--- config.mk ---
export PLATFORM = sky130hd
export DESIGN_NAME = line_follow_pid_steering
export DESIGN_NICKNAME = d
export VERILOG_FILES = /design/src/hdl/lfps_pkg.sv /design/src/hdl/lfps_div.sv /design/src/hdl/lfps_mac.sv /design/src/hdl/line_follow_pid_steering.sv
export SDC_FILE = /design/constraint.sdc
export NUM_CORES = 2
export LEC_CHECK = 0
export BUFFER_PORTS_ARGS = -buffer_cell sky130_fd_sc_hd__buf_2
export CAP_MARGIN = 20
export CORE_AREA = 4 4 311 313
export CTS_BUF_LIST = sky130_fd_sc_hd__clkbuf_2
export CTS_CLUSTER_DIAMETER = 200
export DETAILED_ROUTE_END_ITERATION = 12
export DIE_AREA = 0 0 315 317
export MAX_ROUTING_LAYER = met4
export PLACE_DENSITY_LB_ADDON = 0.08
export SETUP_SLACK_MARGIN = 0.3
export SLEW_MARGIN = 30
export SYNTH_ARGS = -nofsm -noshare
export SYNTH_HDL_FRONTEND = slang
export SYNTH_SLANG_ARGS = --single-unit
--- constraint.sdc ---
create_clock -name clock -period 17.71 [get_ports clock]
set_input_delay 1.771 -clock clock [delete_from_list [all_inputs] [get_ports clock]]
set_output_delay 1.771 -clock clock [all_outputs]
set_load 0.05 [all_outputs]
--- src/hdl/lfps_pkg.sv ---
// types, constants and register codes of the line follower steering block
// no dependencies; imported by every module of the block
`timescale 1ns / 1ps
`default_nettype none

package lfps_pkg;

   // parameter defaults
   localparam int ADC_BITS_DEF  = 12;
   localparam int GAIN_FRAC_DEF = 12;

   // field widths
   localparam int GAIN_W     = 18;
   localparam int DUTY_W     = 7;
   localparam int ERR_W      = 14;
   localparam int TURN_W     = 2;
   localparam int CSR_W      = 18;
   localparam int CSR_IDX_W  = 3;
   localparam int RSP_DATA_W = 32;
   localparam int RSP_PAD_W  = RSP_DATA_W - 2 * DUTY_W - ERR_W;

   // internal widths
   localparam int SAMPLES    = 4;
   localparam int SMP_IDX_W  = $clog2(SAMPLES);
   localparam int MAP_W      = 10;   // mapped value 0..1000
   localparam int MAP_MUL_W  = 10;   // bits of the 1000 scale
   localparam int SUM_W      = 12;   // sum of four mapped values
   localparam int WSUM_W     = 14;   // signed weighted sum
   localparam int ERR_NUM_W  = 24;   // position dividend
   localparam int Q_W        = 13;   // quotient bits of the shared divider
   localparam int CORR_W     = 36;   // accumulated correction, Q.20
   localparam int ERR_FRAC   = 8;

   // mapping and pattern levels
   localparam int MAP_FULL  = 1000;
   localparam int ERR_SCALE = 2560;
   localparam logic [MAP_W-1:0] MAP_FULL_V = 10'd1000;
   localparam logic [MAP_W-1:0] LOST_LEVEL = 10'd400;
   localparam logic [MAP_W-1:0] HIGH_LEVEL = 10'd900;
   localparam logic [MAP_W-1:0] LOW_LEVEL  = 10'd50;

   // error and duty constants
   localparam logic signed [ERR_W-1:0] LOST_ERR  = 14'sd6400;
   localparam logic signed [ERR_W-1:0] INTEG_LIM = 14'sd7680;
   localparam logic [DUTY_W-1:0]       TURN_DUTY = 7'd70;

   // register reset values
   localparam logic [GAIN_W-1:0] GAIN_P_RST = 18'd12288;
   localparam logic [GAIN_W-1:0] GAIN_I_RST = 18'd4;
   localparam logic [GAIN_W-1:0] GAIN_D_RST = 18'd8192;
   localparam logic [DUTY_W-1:0] BASE_RST   = 7'd80;
   localparam logic [DUTY_W-1:0] DMIN_RST   = 7'd60;
   localparam logic [DUTY_W-1:0] DMAX_RST   = 7'd100;
   localparam int ADC_LOW_RST  = 1700;
   localparam int ADC_HIGH_RST = 4000;

   // register indexes
   typedef enum logic [CSR_IDX_W-1:0] {
      REG_GAIN_P   = 3'd0,
      REG_GAIN_I   = 3'd1,
      REG_GAIN_D   = 3'd2,
      REG_BASE     = 3'd3,
      REG_DUTY_MIN = 3'd4,
      REG_DUTY_MAX = 3'd5,
      REG_ADC_LOW  = 3'd6,
      REG_ADC_HIGH = 3'd7
   } csr_idx_type;

   // turn codes
   typedef enum logic [TURN_W-1:0] {
      TURN_FOLLOW = 2'd0,
      TURN_LEFT   = 2'd1,
      TURN_RIGHT  = 2'd2,
      TURN_BACK   = 2'd3
   } turn_type;

   // control from the sequencer to the multiply-accumulate unit
   typedef struct packed {
      logic issue;
      logic first;
   } mac_ctl_type;

endpackage

`default_nettype wire

--- src/hdl/lfps_div.sv ---
// shared restoring divider, one quotient bit per cycle
// depends on lfps_pkg (quotient width)
`timescale 1ns / 1ps
`default_nettype none

module lfps_div #(
   parameter int NUM_W = 24,
   parameter int DEN_W = 12
) (
   input  logic             clock,
   input  logic             reset,
   input  logic             start,
   input  logic [NUM_W-1:0] num,
   input  logic [DEN_W-1:0] den,
   output logic             done,
   output logic [lfps_pkg::Q_W-1:0] quot
);
   import lfps_pkg::*;

   localparam int CNT_W = $clog2(Q_W);
   localparam logic [CNT_W-1:0] CNT_LAST = CNT_W'(Q_W - 1);

   logic             busy_ff;
   logic             done_ff;
   logic [CNT_W-1:0] cnt_ff;
   logic [DEN_W-1:0] rem_ff;
   logic [DEN_W-1:0] den_ff;
   logic [Q_W-1:0]   lo_ff;

   logic [DEN_W:0]   trial;
   logic             ge;
   logic [DEN_W-1:0] rem_in;
   logic [Q_W-1:0]   lo_in;

   // one restoring step: shift in the next dividend bit, subtract if it fits
   always_comb begin
      trial  = {rem_ff, lo_ff[Q_W-1]};
      ge     = trial >= {1'b0, den_ff};
      rem_in = ge ? DEN_W'(trial - {1'b0, den_ff}) : trial[DEN_W-1:0];
      lo_in  = {lo_ff[Q_W-2:0], ge};
   end

   // the quotient is known to fit Q_W bits, so the high dividend bits
   // already sit below the divisor and load straight into the remainder
   always_ff @(posedge clock) begin
      if (reset) begin
         busy_ff <= 1'b0;
         done_ff <= 1'b0;
         cnt_ff  <= '0;
      end else begin
         done_ff <= 1'b0;
         if (start) begin
            busy_ff <= 1'b1;
            cnt_ff  <= '0;
         end else if (busy_ff) begin
            cnt_ff <= cnt_ff + 1'b1;
            if (cnt_ff == CNT_LAST) begin
               busy_ff <= 1'b0;
               done_ff <= 1'b1;
            end
         end
      end
   end

   // datapath
   always_ff @(posedge clock) begin
      if (start) begin
         rem_ff <= DEN_W'(num >> Q_W);
         lo_ff  <= num[Q_W-1:0];
         den_ff <= den;
      end else if (busy_ff) begin
         rem_ff <= rem_in;
         lo_ff  <= lo_in;
      end
   end

   assign done = done_ff;
   assign quot = lo_ff;

endmodule

`default_nettype wire

--- src/hdl/lfps_mac.sv ---
// shared multiply-accumulate unit for the pid terms
// depends on lfps_pkg (widths, control struct)
`timescale 1ns / 1ps
`default_nettype none

module lfps_mac (
   input  logic                          clock,
   input  logic                          reset,
   input  lfps_pkg::mac_ctl_type         ctl,
   input  logic [lfps_pkg::GAIN_W-1:0]   gain,
   input  logic signed [lfps_pkg::ERR_W:0] opnd,
   output logic signed [lfps_pkg::CORR_W-1:0] acc
);
   import lfps_pkg::*;

   localparam int PROD_W = GAIN_W + ERR_W + 2;

   logic                     prod_vld_ff;
   logic                     prod_first_ff;
   logic signed [PROD_W-1:0] prod_ff;
   logic signed [PROD_W-1:0] prod_in;
   logic signed [CORR_W-1:0] acc_ff;
   logic signed [CORR_W-1:0] acc_in;

   // unsigned gain times signed operand
   always_comb begin
      prod_in = $signed({1'b0, gain}) * opnd;
      acc_in  = prod_first_ff ? CORR_W'(prod_ff) : acc_ff + CORR_W'(prod_ff);
   end

   // product register control
   always_ff @(posedge clock) begin
      if (reset) begin
         prod_vld_ff   <= 1'b0;
         prod_first_ff <= 1'b0;
      end else begin
         prod_vld_ff   <= ctl.issue;
         prod_first_ff <= ctl.first;
      end
   end

   // product and accumulator
   always_ff @(posedge clock) begin
      if (ctl.issue) begin
         prod_ff <= prod_in;
      end
      if (prod_vld_ff) begin
         acc_ff <= acc_in;
      end
   end

   assign acc = acc_ff;

endmodule

`default_nettype wire

--- src/hdl/line_follow_pid_steering.sv ---
// line follower steering: sample mapping, centroid, pid and duty clamp
// depends on lfps_pkg, lfps_div and lfps_mac
//
//   channel | direction | handshake          | payload
//   req     | in        | req_tvalid/tready  | tdata: sample_0..sample_3
//   rsp     | out       | rsp_tvalid/tready  | tdata: duties, line_error; tuser: turn
//   csr     | in        | csr_we             | csr_index, csr_wdata
//
// one item at a time; its result is loaded after these steps: each clamped sample is
// mapped directly, each other sample goes through the shared 13-step divider, then
// classify, decide and load; a line item adds pid, mac, duties and, unless the line
// is lost, the position division
// reset restores the register defaults and clears last error and integral.
// a finished result waits in the output register; the next item can be taken in the cycle
// after the load and only finishes once that register is free.
`timescale 1ns / 1ps
`default_nettype none

module line_follow_pid_steering #(
   parameter int ADC_BITS       = lfps_pkg::ADC_BITS_DEF,
   parameter int GAIN_FRAC_BITS = lfps_pkg::GAIN_FRAC_DEF
) (
   input  logic                                 clock,
   input  logic                                 reset,
   input  logic                                 req_tvalid,
   output logic                                 req_tready,
   // sample_0, sample_1, sample_2, sample_3, zero pad
   input  logic [((4*ADC_BITS+7)/8)*8-1:0]      req_tdata,
   output logic                                 rsp_tvalid,
   input  logic                                 rsp_tready,
   // left_duty, right_duty, line_error, zero pad
   output logic [lfps_pkg::RSP_DATA_W-1:0]      rsp_tdata,
   // turn_code
   output logic [lfps_pkg::TURN_W-1:0]          rsp_tuser,
   input  logic                                 csr_we,
   input  logic [lfps_pkg::CSR_IDX_W-1:0]       csr_index,
   input  logic [lfps_pkg::CSR_W-1:0]           csr_wdata
);
   import lfps_pkg::*;

   localparam int NUM_W = (ADC_BITS + MAP_MUL_W > ERR_NUM_W) ? ADC_BITS + MAP_MUL_W : ERR_NUM_W;
   localparam int DEN_W = (ADC_BITS > SUM_W) ? ADC_BITS : SUM_W;
   localparam int PF    = GAIN_FRAC_BITS + ERR_FRAC;
   localparam int T_W   = ((PF + DUTY_W + 1 > CORR_W) ? PF + DUTY_W + 1 : CORR_W) + 2;
   localparam logic [1:0] MAC_DRAIN = 2'd3;
   localparam logic [SMP_IDX_W-1:0] SMP_LAST = SMP_IDX_W'(SAMPLES - 1);

   typedef enum logic [3:0] {
      S_IDLE, S_MAP, S_MAPW, S_CLASS, S_DECIDE, S_ERRW,
      S_PID, S_MAC, S_DUTYL, S_DUTYR, S_DONE
   } state_type;

   state_type state_ff;

   // configuration registers
   logic [GAIN_W-1:0]   gain_p_ff, gain_i_ff, gain_d_ff;
   logic [DUTY_W-1:0]   base_ff, dmin_ff, dmax_ff;
   logic [ADC_BITS-1:0] adc_low_ff, adc_high_ff;

   // item and working registers
   logic [ADC_BITS-1:0]      samp_ff [SAMPLES];
   logic [MAP_W-1:0]         v_ff    [SAMPLES];
   logic [SMP_IDX_W-1:0]     idx_ff;
   turn_type                 turn_ff;
   logic                     lost_ff;
   logic [SUM_W-1:0]         sum_ff;
   logic signed [WSUM_W-1:0] wsum_ff;
   logic signed [ERR_W-1:0]  err_ff;
   logic signed [ERR_W:0]    diff_ff;
   logic signed [ERR_W-1:0]  last_err_ff;
   logic signed [ERR_W-1:0]  integ_ff;
   logic [1:0]               mac_cnt_ff;
   logic [DUTY_W-1:0]        left_ff, right_ff;

   // result register
   logic                     rsp_valid_ff;
   logic [RSP_DATA_W-1:0]    rsp_data_ff;
   logic [TURN_W-1:0]        rsp_user_ff;

   // combinational next values
   logic [ADC_BITS-1:0]      x_cur;
   logic                     map_direct;
   logic [MAP_W-1:0]         map_v;
   logic [ADC_BITS-1:0]      map_dx;
   logic [NUM_W-1:0]         map_num;
   logic [SUM_W-1:0]         sum_in;
   logic [WSUM_W-1:0]        wsum_in;
   turn_type                 turn_in;
   logic                     lost_in;
   logic [WSUM_W-1:0]        mag;
   logic [NUM_W-1:0]         err_num;
   logic signed [ERR_W-1:0]  err_div_in;
   logic signed [ERR_W:0]    diff_in;
   logic signed [ERR_W:0]    acc_sum;
   logic signed [ERR_W-1:0]  integ_in;
   logic signed [T_W-1:0]    corr_ext, corr_sel, t_val;
   logic [T_W-1:0]           base_sh, min_sh, max_sh;
   logic [DUTY_W-1:0]        duty_in;

   // divider and mac hookup
   logic                     div_start;
   logic [NUM_W-1:0]         div_num;
   logic [DEN_W-1:0]         div_den;
   logic                     div_done;
   logic [Q_W-1:0]           div_quot;
   mac_ctl_type              mac_ctl;
   logic [GAIN_W-1:0]        mac_gain;
   logic signed [ERR_W:0]    mac_opnd;
   logic signed [CORR_W-1:0] corr;

   lfps_div #(
      .NUM_W(NUM_W),
      .DEN_W(DEN_W)
   ) u_div (
      .clock(clock),
      .reset(reset),
      .start(div_start),
      .num  (div_num),
      .den  (div_den),
      .done (div_done),
      .quot (div_quot)
   );

   lfps_mac u_mac (
      .clock(clock),
      .reset(reset),
      .ctl  (mac_ctl),
      .gain (mac_gain),
      .opnd (mac_opnd),
      .acc  (corr)
   );

   // sample mapping: clamp cases directly, interior through the divider
   always_comb begin
      x_cur   = samp_ff[idx_ff];
      map_dx  = x_cur - adc_low_ff;
      map_num = NUM_W'(map_dx) * NUM_W'(MAP_FULL);
      map_direct = 1'b1;
      map_v      = '0;
      if (adc_high_ff <= adc_low_ff) begin
         map_v = (x_cur >= adc_high_ff) ? MAP_FULL_V : '0;
      end else if (x_cur <= adc_low_ff) begin
         map_v = '0;
      end else if (x_cur >= adc_high_ff) begin
         map_v = MAP_FULL_V;
      end else begin
         map_direct = 1'b0;
      end
   end

   // turn patterns, centroid sums and lost-line test
   always_comb begin
      sum_in  = SUM_W'(v_ff[0]) + SUM_W'(v_ff[1]) + SUM_W'(v_ff[2]) + SUM_W'(v_ff[3]);
      wsum_in = WSUM_W'(v_ff[0]) * WSUM_W'(3) + WSUM_W'(v_ff[1])
              - WSUM_W'(v_ff[2]) - WSUM_W'(v_ff[3]) * WSUM_W'(3);
      lost_in = !((v_ff[0] > LOST_LEVEL) || (v_ff[1] > LOST_LEVEL) ||
                  (v_ff[2] > LOST_LEVEL) || (v_ff[3] > LOST_LEVEL));
      if (v_ff[0] < LOW_LEVEL && v_ff[1] > HIGH_LEVEL &&
          v_ff[2] > HIGH_LEVEL && v_ff[3] > HIGH_LEVEL) begin
         turn_in = TURN_LEFT;
      end else if (v_ff[0] > HIGH_LEVEL && v_ff[1] > HIGH_LEVEL &&
                   v_ff[2] > HIGH_LEVEL && v_ff[3] < LOW_LEVEL) begin
         turn_in = TURN_RIGHT;
      end else if (v_ff[0] > HIGH_LEVEL && v_ff[1] > HIGH_LEVEL &&
                   v_ff[2] > HIGH_LEVEL && v_ff[3] > HIGH_LEVEL) begin
         turn_in = TURN_BACK;
      end else begin
         turn_in = TURN_FOLLOW;
      end
   end

   // position dividend, rounded to nearest by adding half the divisor
   always_comb begin
      mag        = wsum_ff[WSUM_W-1] ? WSUM_W'(-wsum_ff) : WSUM_W'(wsum_ff);
      err_num    = NUM_W'(mag) * NUM_W'(ERR_SCALE) + NUM_W'(sum_ff >> 1);
      err_div_in = wsum_ff[WSUM_W-1] ? -$signed(ERR_W'(div_quot)) : $signed(ERR_W'(div_quot));
   end

   // divider operand select
   always_comb begin
      div_start = 1'b0;
      div_num   = map_num;
      div_den   = DEN_W'(adc_high_ff - adc_low_ff);
      if (state_ff == S_MAP) begin
         div_start = !map_direct;
      end else if (state_ff == S_DECIDE) begin
         div_start = (turn_ff == TURN_FOLLOW) && !lost_ff;
         div_num   = err_num;
         div_den   = DEN_W'(sum_ff);
      end
   end

   // pid difference and saturated integral
   always_comb begin
      diff_in = (ERR_W + 1)'(err_ff) - (ERR_W + 1)'(last_err_ff);
      acc_sum = (ERR_W + 1)'(integ_ff) + (ERR_W + 1)'(err_ff);
      if (acc_sum > (ERR_W + 1)'(INTEG_LIM)) begin
         integ_in = INTEG_LIM;
      end else if (acc_sum < -(ERR_W + 1)'(INTEG_LIM)) begin
         integ_in = -INTEG_LIM;
      end else begin
         integ_in = acc_sum[ERR_W-1:0];
      end
   end

   // mac operand sequence: p * error, i * integral, d * difference
   always_comb begin
      mac_ctl.issue = (state_ff == S_MAC) && (mac_cnt_ff != MAC_DRAIN);
      mac_ctl.first = (mac_cnt_ff == 2'd0);
      case (mac_cnt_ff)
         2'd0: begin
            mac_gain = gain_p_ff;
            mac_opnd = (ERR_W + 1)'(err_ff);
         end
         2'd1: begin
            mac_gain = gain_i_ff;
            mac_opnd = (ERR_W + 1)'(integ_ff);
         end
         2'd2: begin
            mac_gain = gain_d_ff;
            mac_opnd = diff_ff;
         end
         default: begin
            mac_gain = '0;
            mac_opnd = '0;
         end
      endcase
   end

   // duty from base plus or minus correction, clamped, rounded half up
   always_comb begin
      corr_ext = T_W'(corr);
      corr_sel = (state_ff == S_DUTYR) ? -corr_ext : corr_ext;
      base_sh  = T_W'(base_ff) << PF;
      min_sh   = T_W'(dmin_ff) << PF;
      max_sh   = T_W'(dmax_ff) << PF;
      t_val    = $signed(base_sh) + corr_sel;
      if (t_val < $signed(min_sh)) begin
         duty_in = dmin_ff;
      end else if (t_val > $signed(max_sh)) begin
         duty_in = dmax_ff;
      end else begin
         duty_in = t_val[PF +: DUTY_W] + DUTY_W'(t_val[PF-1]);
      end
   end

   // configuration registers
   always_ff @(posedge clock) begin
      if (reset) begin
         gain_p_ff   <= GAIN_P_RST;
         gain_i_ff   <= GAIN_I_RST;
         gain_d_ff   <= GAIN_D_RST;
         base_ff     <= BASE_RST;
         dmin_ff     <= DMIN_RST;
         dmax_ff     <= DMAX_RST;
         adc_low_ff  <= ADC_BITS'(ADC_LOW_RST);
         adc_high_ff <= ADC_BITS'(ADC_HIGH_RST);
      end else if (csr_we) begin
         case (csr_idx_type'(csr_index))
            REG_GAIN_P:   gain_p_ff   <= csr_wdata[GAIN_W-1:0];
            REG_GAIN_I:   gain_i_ff   <= csr_wdata[GAIN_W-1:0];
            REG_GAIN_D:   gain_d_ff   <= csr_wdata[GAIN_W-1:0];
            REG_BASE:     base_ff     <= csr_wdata[DUTY_W-1:0];
            REG_DUTY_MIN: dmin_ff     <= csr_wdata[DUTY_W-1:0];
            REG_DUTY_MAX: dmax_ff     <= csr_wdata[DUTY_W-1:0];
            REG_ADC_LOW:  adc_low_ff  <= csr_wdata[ADC_BITS-1:0];
            REG_ADC_HIGH: adc_high_ff <= csr_wdata[ADC_BITS-1:0];
            default: ;
         endcase
      end
   end

   // sequencer, working state and result register
   always_ff @(posedge clock) begin
      if (reset) begin
         state_ff     <= S_IDLE;
         idx_ff       <= '0;
         mac_cnt_ff   <= '0;
         last_err_ff  <= '0;
         integ_ff     <= '0;
         rsp_valid_ff <= 1'b0;
      end else begin
         // the done state reloads the result register itself
         if (rsp_valid_ff && rsp_tready && (state_ff != S_DONE)) begin
            rsp_valid_ff <= 1'b0;
         end
         case (state_ff)
            S_IDLE: begin
               if (req_tvalid) begin
                  for (int i = 0; i < SAMPLES; i++) begin
                     samp_ff[i] <= req_tdata[i*ADC_BITS +: ADC_BITS];
                  end
                  idx_ff   <= '0;
                  state_ff <= S_MAP;
               end
            end
            S_MAP: begin
               if (map_direct) begin
                  v_ff[idx_ff] <= map_v;
                  idx_ff       <= idx_ff + 1'b1;
                  state_ff     <= (idx_ff == SMP_LAST) ? S_CLASS : S_MAP;
               end else begin
                  state_ff <= S_MAPW;
               end
            end
            S_MAPW: begin
               if (div_done) begin
                  v_ff[idx_ff] <= div_quot[MAP_W-1:0];
                  idx_ff       <= idx_ff + 1'b1;
                  state_ff     <= (idx_ff == SMP_LAST) ? S_CLASS : S_MAP;
               end
            end
            S_CLASS: begin
               turn_ff  <= turn_in;
               lost_ff  <= lost_in;
               sum_ff   <= sum_in;
               wsum_ff  <= $signed(wsum_in);
               state_ff <= S_DECIDE;
            end
            S_DECIDE: begin
               if (turn_ff != TURN_FOLLOW) begin
                  left_ff  <= TURN_DUTY;
                  right_ff <= TURN_DUTY;
                  err_ff   <= last_err_ff;
                  state_ff <= S_DONE;
               end else if (lost_ff) begin
                  err_ff   <= (last_err_ff > 0) ? LOST_ERR : -LOST_ERR;
                  state_ff <= S_PID;
               end else begin
                  state_ff <= S_ERRW;
               end
            end
            S_ERRW: begin
               if (div_done) begin
                  err_ff   <= err_div_in;
                  state_ff <= S_PID;
               end
            end
            S_PID: begin
               diff_ff     <= diff_in;
               integ_ff    <= integ_in;
               last_err_ff <= err_ff;
               mac_cnt_ff  <= '0;
               state_ff    <= S_MAC;
            end
            S_MAC: begin
               mac_cnt_ff <= mac_cnt_ff + 1'b1;
               if (mac_cnt_ff == MAC_DRAIN) begin
                  state_ff <= S_DUTYL;
               end
            end
            S_DUTYL: begin
               left_ff  <= duty_in;
               state_ff <= S_DUTYR;
            end
            S_DUTYR: begin
               right_ff <= duty_in;
               state_ff <= S_DONE;
            end
            S_DONE: begin
               if (!rsp_valid_ff || rsp_tready) begin
                  rsp_valid_ff <= 1'b1;
                  rsp_data_ff  <= {{RSP_PAD_W{1'b0}}, err_ff, right_ff, left_ff};
                  rsp_user_ff  <= turn_ff;
                  state_ff     <= S_IDLE;
               end
            end
            default: state_ff <= S_IDLE;
         endcase
      end
   end

   assign req_tready = (state_ff == S_IDLE);
   assign rsp_tvalid = rsp_valid_ff;
   assign rsp_tdata  = rsp_data_ff;
   assign rsp_tuser  = rsp_user_ff;

endmodule

`default_nettype wire

# --- After elaboration in Yosys (flattened, before gate mapping) ---
# Memories as Yosys holds them, arrays and structs flattened. A register that Yosys moved wholly into a read port is not among the register bits.
# Index checks and enable logic that the tools add are counted.
classes:
  n_mux: 74
  multipliers: 5
  reduce_logical: 48
  n_eq_ne: 32
  n_bitwise: 3
  n_addsub: 21
  order_cmp: 19
ops:
  columns: ["cell", "n"]
  rows:
  - ["$mux W14", 8]
  - ["$pmux W18 S3", 1]
  - ["$mux W24", 2]
  - ["$pmux W15 S3", 1]
  - ["$pmux W4 S11", 1]
  - ["$gt A10 B10 Y1 const B", 4]
  - ["$gt A10 B9 Y1 const B", 4]
  - ["$mux W10", 4]
  - ["$add A28 B38 Y38", 1]
  - ["$gt A38 B28 Y1", 1]
  - ["$lt A38 B28 Y1", 1]
  - ["$mux W38", 1]
  - ["$neg A36 Y38", 1]
  - ["$add A36 B34 Y36", 1]
  - ["$mux W12", 3]
  - ["$mux W36", 1]
  - ["$sub A12 B12 Y12", 3]
  - ["$mul A19 B15 Y34", 1]
  - ["$pmux W14 S2", 1]
  - ["$pmux W7 S2", 2]
  - ["$mux W13", 2]
  - ["$add A24 B11 Y24", 1]
  - ["$le A12 B12 Y1", 2]
  - ["$mul A10 B2 Y12 const B", 2]
  - ["other kinds (57)", 153]
totals:
  output_inout_bits: 36
  mem_bits_rw: 88
  memories: 2
  elab_cells: 239
  reg_bits: 353
  input_bits: 74
mem_list:
  columns: ["memory", "depth", "word_bits", "read_ports", "rd_clocked_by_memory_dff", "write_ports", "line_no", "source"]
  rows:
  - ["samp_ff", 4, 12, 1, 1, 4, "line_follow_pid_steering.sv:61", "logic [ADC_BITS-1:0] samp_ff [SAMPLES];"]
  - ["v_ff", 4, 10, 4, 0, 1, "line_follow_pid_steering.sv:62", "logic [MAP_W-1:0] v_ff [SAMPLES];"]

# --- Depth between registers and ports, before layout ---
depth:
  word_depth: 9
  mapped_depth: 31
  mapped_depth_nobuf: 29

# --- Modules after synthesis ---
# From an unflattened synthesis, not the netlist that was laid out.
unflattened:
  hier_cells: 4079
  area_unflattened_um2: 38951.1
modules_own_cells:
  columns: ["mod", "seq_area_each_um2", "area_each_um2", "cells_each", "instances"]
  rows:
  - ["line_follow_pid_steering", 8468.1, 23060.9, 2411, 1]
  - ["lfps_mac", 2142.1, 13456.7, 1462, 1]
  - ["lfps_div", 1221.2, 2433.6, 206, 1]

# --- Least setup slack after synthesis ---
# No wires, ideal clock.
synth_path:
  path_kind: "reg-to-reg"
  start: "register mac_cnt_ff[0]"
  end: "register u_mac.prod_ff[33], data pin"
  t_arrival_ns: 7.562
  required_time_ns: 17.450
  setup_ns: 0.260
  path_stages_with_launch: 28
  path_buffers: 1
  path_slack_ns: 9.888
  period_less_slack_ns: 7.822
  path_cell_list: "dfxtp_1 inv_1 ha_1 a222oi_1 or2_2 clkbuf_1 nor2_1 fa_1 inv_1 fa_1 inv_1 fa_1 fa_1 fa_1 inv_1 fa_1 inv_1 ha_1 a21o_1 a211o_1 o22ai_1 o41ai_1 a22oi_1 o221ai_1 a2111oi_0 o41ai_1 a21oi_1 xnor2_1"
synth_between:
  elab_chain_len: 3
  elab_cells_between_ends: 6
  classes_between: "1 x mul; 2 x eq/ne; 2 x mux; 1 x reduce/logical"
synth_rtl:
  columns: ["item", "line_no", "source"]
  rows:
  - ["start, declared", "line_follow_pid_steering.sv:72", "logic [1:0] mac_cnt_ff;"]
  - ["start signal, assigned", "line_follow_pid_steering.sv:347", "mac_cnt_ff <= mac_cnt_ff + 1'b1;"]
  - ["$eq A2 B2 Y1 (tied with other cells)", "line_follow_pid_steering.sv:210", "case (mac_cnt_ff)"]
  - ["$pmux W18 S3 / $pmux W15 S3 (equally long branches)", "line_follow_pid_steering.sv:210", null]
  - ["$mul A19 B15 Y34 (*)", "lfps_mac.sv:27", "prod_in = $signed({1'b0, gain}) * opnd;"]
  - ["net u_mac.prod_in[33]", "lfps_mac.sv:21", "logic signed [PROD_W-1:0] prod_in;"]
  - ["end signal, assigned", "lfps_mac.sv:45", "prod_ff <= prod_in;"]
  - ["end, declared", "lfps_mac.sv:20", "logic signed [PROD_W-1:0] prod_ff;"]
# The timed path passes the listed nets; every way through them passes the cells marked *.
# A chain may end at the register's enable or synchronous reset.

# --- Final worst setup path ---
# Same ends and word-level chain as after synthesis.

==> run_results.csv <==
group,metric,value,unit
run_status,status,"completed",
sta,whs,0.426,ns
clocking,clkSinkCount,443,
critical_path,cp_max_fo,33,
sta,finalSetupViolCount,0,
clocking,clk_latency,1.35,ns
critical_path,cp_top_family,"adder cells",
critical_path,timing.rr.end,"u_mac.prod_ff[33]$_DFFE_PP_",
pwr,peakVddDrop,233,µV
critical_path,path_buf_inv,7,
finish,final_common_cell,"nand2_1",
yosys,synth_area_leaders,"edfxtp_1 23%, fa_1 16%, ha_1 12%",
yosys,synth_seq_area_share,0.309,
critical_path,slowest_delay,0.73,ns
route,wl,109,mm
finish,layout.nets,4984,
critical_path,rr_worst_depth,27,
clocking,cts_setup_buffers,0,
global_route,overflow,0,
critical_path,cp.depth,27,
sta,tightest_slew,0.968,ns
floorplanning,rows,113,
route,via_per_inst,5.21,
clocking,cts_resized,0,
finish,fin_util,0.441,
route,wl_per_cell,19.5,µm
clocking,cts_tree,"built",
critical_path,critical_path_class,"reg2reg",
sta,slew_headroom,0.355,
yosys,synth.avg_cell_area,9.39,µm²
finish,area_growth,8.48,%
global_route,grt_pass1_wl,170,mm
critical_path,critPathArrivalTime,9.71,ns
critical_path,regToRegSetupSlack,9.02,ns
yosys,synth_top_area_share,0.232,
clocking,cts_root_buf,"clkbuf_2",
yosys,yosys.area.top_type,"edfxtp_1",
route,firstDrtPassIters,9,
yosys,async_flop_share,0,
placement,io_buffers,105,
placement,dp_hpwl,86.0,mm
clocking,clockBufferDepth,3,
pwr,total_power,4.42,mW
sta,period_share,0.491,
critical_path,critPathLaunchType,"flop",
floorplanning,ios,110,
yosys,synthCells,4079,
clocking,htreeDepth,4,
clocking,cts_hold_buf,0,
global_route,grt_usage,0.227,
sta,rsz0062_at_grt,"false",
hold_path,hold_depth,0,
sta,fin_ws,9.02,ns
global_route,grt_pass1_vias,29200,
finish,final_cell_mix,"557 x nand2_1, 520 x inv_1, 369 x ha_1",
yosys,synth_area,38300,µm²
floorplanning,core,94300,µm²
critical_path,startpoint,"mac_cnt_ff[0]$_SDFFE_PP0P_",
flow_run,drv_cap,0,
yosys,synth_edf_count,296,
floorplanning,dieHeight,317,µm
clocking,cts_buffers,131,
finish,drive_gt1_frac,0.0992,
floorplanning,die_w,315,µm
route,drc,0,
sta,tns,0,ns
route,num_vias,29166,
critical_path,crit_path_end,"u_mac.prod_ff[33]$_DFFE_PP_",
placement,place_ws,9.17,ns
global_route,grt_max_degree,71,
clocking,path_clk_slew,0.11,ns
sta,hold_viol,0,
sta,period_needed,8.69,ns
critical_path,regToRegStartpoint,"mac_cnt_ff[0]$_SDFFE_PP0P_",
global_route,antenna_found_initial,4,
critical_path,worstPathRequired,18.73,ns
yosys,ys.flop_type,"edfxtp_1",
pwr,p_leak,18.4,nW
yosys,synth-seq-cells,443,
sta,slew_violations,0,
critical_path,cp-end-kind,"flop",
sta,worst_clock_skew,0.122,ns
yosys,yosys_warnings,0,
critical_path,cp_slowest_cell,"o41ai_1",
placement,place_congestion,0.912,
hold_path,hp-class,"reg2reg",
route,ant_nets,0,
sta,fmax,115,MHz
route,drt_iter0_markers,1955,
floorplanning,fp.dieArea,99900,µm²
floorplanning,start_util,0.406,
pwr,p_per_area,106,nW/µm²
yosys,ys_types,84,
-- cell families after synthesis --
logic type | count (synthesis) | synth area share
AO/OA/AOI/OAI | 777 | 0.129
AND/OR/NAND/NOR | 1284 | 0.152
multiplexers | 51 | 0.0177
buffers and inverters | 651 | 0.0645
XOR/XNOR | 189 | 0.0432
other | 1 | 0.0000979
flip-flops | 443 | 0.309
adder cells (fa/ha/maj) | 683 | 0.284
-- routing by layer --
metal	routed length, µm	vias to the layer above	global-route usage
met3	5970	153	0.0358
met5	0	-	-
li1	-	14220	-
met4	2550	0	0.0665
met1	54100	14014	0.327
met2	46600	779	0.332
-- power breakdown --
| part | leakage, nW | switching (mW) | total [mW] | internal (mW) |
|---|---|---|---|---|
| Clock | 0.919 | 0.493 | 0.826 | 0.333 |
| Sequential | 3.88 | 0.0427 | 1.22 | 1.18 |
| Combinational | 13.6 | 1.37 | 2.37 | 1.00 |
| Total | 18.4 | 1.90 | 4.42 | 2.51 |
-- registers in the layout (all words and copies together) (netlist names), 12 cells and up, named ones only --
name	cells
adc_high_ff	12
rsp_tdata	28
v_ff	40
integ_ff	14
gain_d_ff	18
u_mac.acc	36
u_mac.prod_ff	34
diff_ff	15
gain_i_ff	18
gain_p_ff	18
u_div.den_ff	12
u_div.quot	13
adc_low_ff	12
last_err_ff	14
samp_ff	48
err_ff	14
u_div.rem_ff	12
sum_ff	12
wsum_ff	14
-- worst register-to-register path, stage by stage (launching register included) --
cell	delay [ns]
dfxtp_1	0.38
inv_1	0.10
ha_1	0.14
buf_4	0.35
a22oi_1	0.18
and2_1	0.24
nor2_1	0.61
nand2_1	0.19
fa_1	0.52
fa_1	0.49
inv_1	0.05
fa_1	0.50
inv_1	0.05
fa_1	0.47
inv_1	0.05
fa_1	0.53
inv_1	0.05
fa_1	0.53
inv_1	0.04
ha_1	0.24
o41ai_1	0.73
o41ai_1	0.25
a22oi_1	0.29
o221ai_1	0.27
a2111oi_0	0.69
o41ai_1	0.15
a21oi_1	0.20
xnor2_1	0.08
-- cell usage after synthesis (all sizes together), types with 35 or more instances --
cell type / n
and2: 39
nand3: 67
o21ai: 172
xor2: 68
nor2: 306
edfxtp: 296
nor3: 65
dfxtp: 147
a21oi: 248
inv: 520
nand2: 559
nand2b: 55
a22oi: 38
clkbuf: 114
fa: 313
nor2b: 35
xnor2: 121
a21o: 77
ha: 370
-- layout make-up --
class,instances,area [µm²]
Timing Repair Buffer,143,813
Antenna cell,4,10.0
Sequential cell,443,11800
Fill cell,9388,52700
Multi-Input combinational cell,2988,24100
Clock buffer,183,916
Tap cell,1265,1580
Clock inverter,56,348
Inverter,520,1950
-- worst min-delay path by stage --
stage / from / endpoint / slack [ns]
3_5_place_dp: right_ff[6]$_SDFFCE_PN1P_ / rsp_tdata[13]$_DFFE_PP_ / 0.41
3_3_place_gp: left_ff[2]$_SDFFCE_PN1P_ / rsp_tdata[2]$_DFFE_PP_ / 0.40
2_1_floorplan: left_ff[0]$_SDFFCE_PN0P_ / rsp_tdata[0]$_DFFE_PP_ / 0.40
5_1_grt: right_ff[1]$_SDFFCE_PN1P_ / rsp_tdata[8]$_DFFE_PP_ / 0.43
4_1_cts: req_tdata[19] / samp_ff[1][7]$_DFFE_PP_ / 0.33
6_report: right_ff[0]$_SDFFCE_PN0P_ / rsp_tdata[7]$_DFFE_PP_ / 0.43
-- metrics by stage --
| stage | cells | cell area, µm² |
|---|---|---|
| finish | 5602 | 41600 |
| global route | 5602 | 41600 |
| CTS | 5598 | 41600 |
| detailed placement | 5359 | 40300 |
| global placement | 5359 | 40300 |
| floorplan | 4082 | 38300 |
Note: power is estimated with default switching activity, not from simulation.
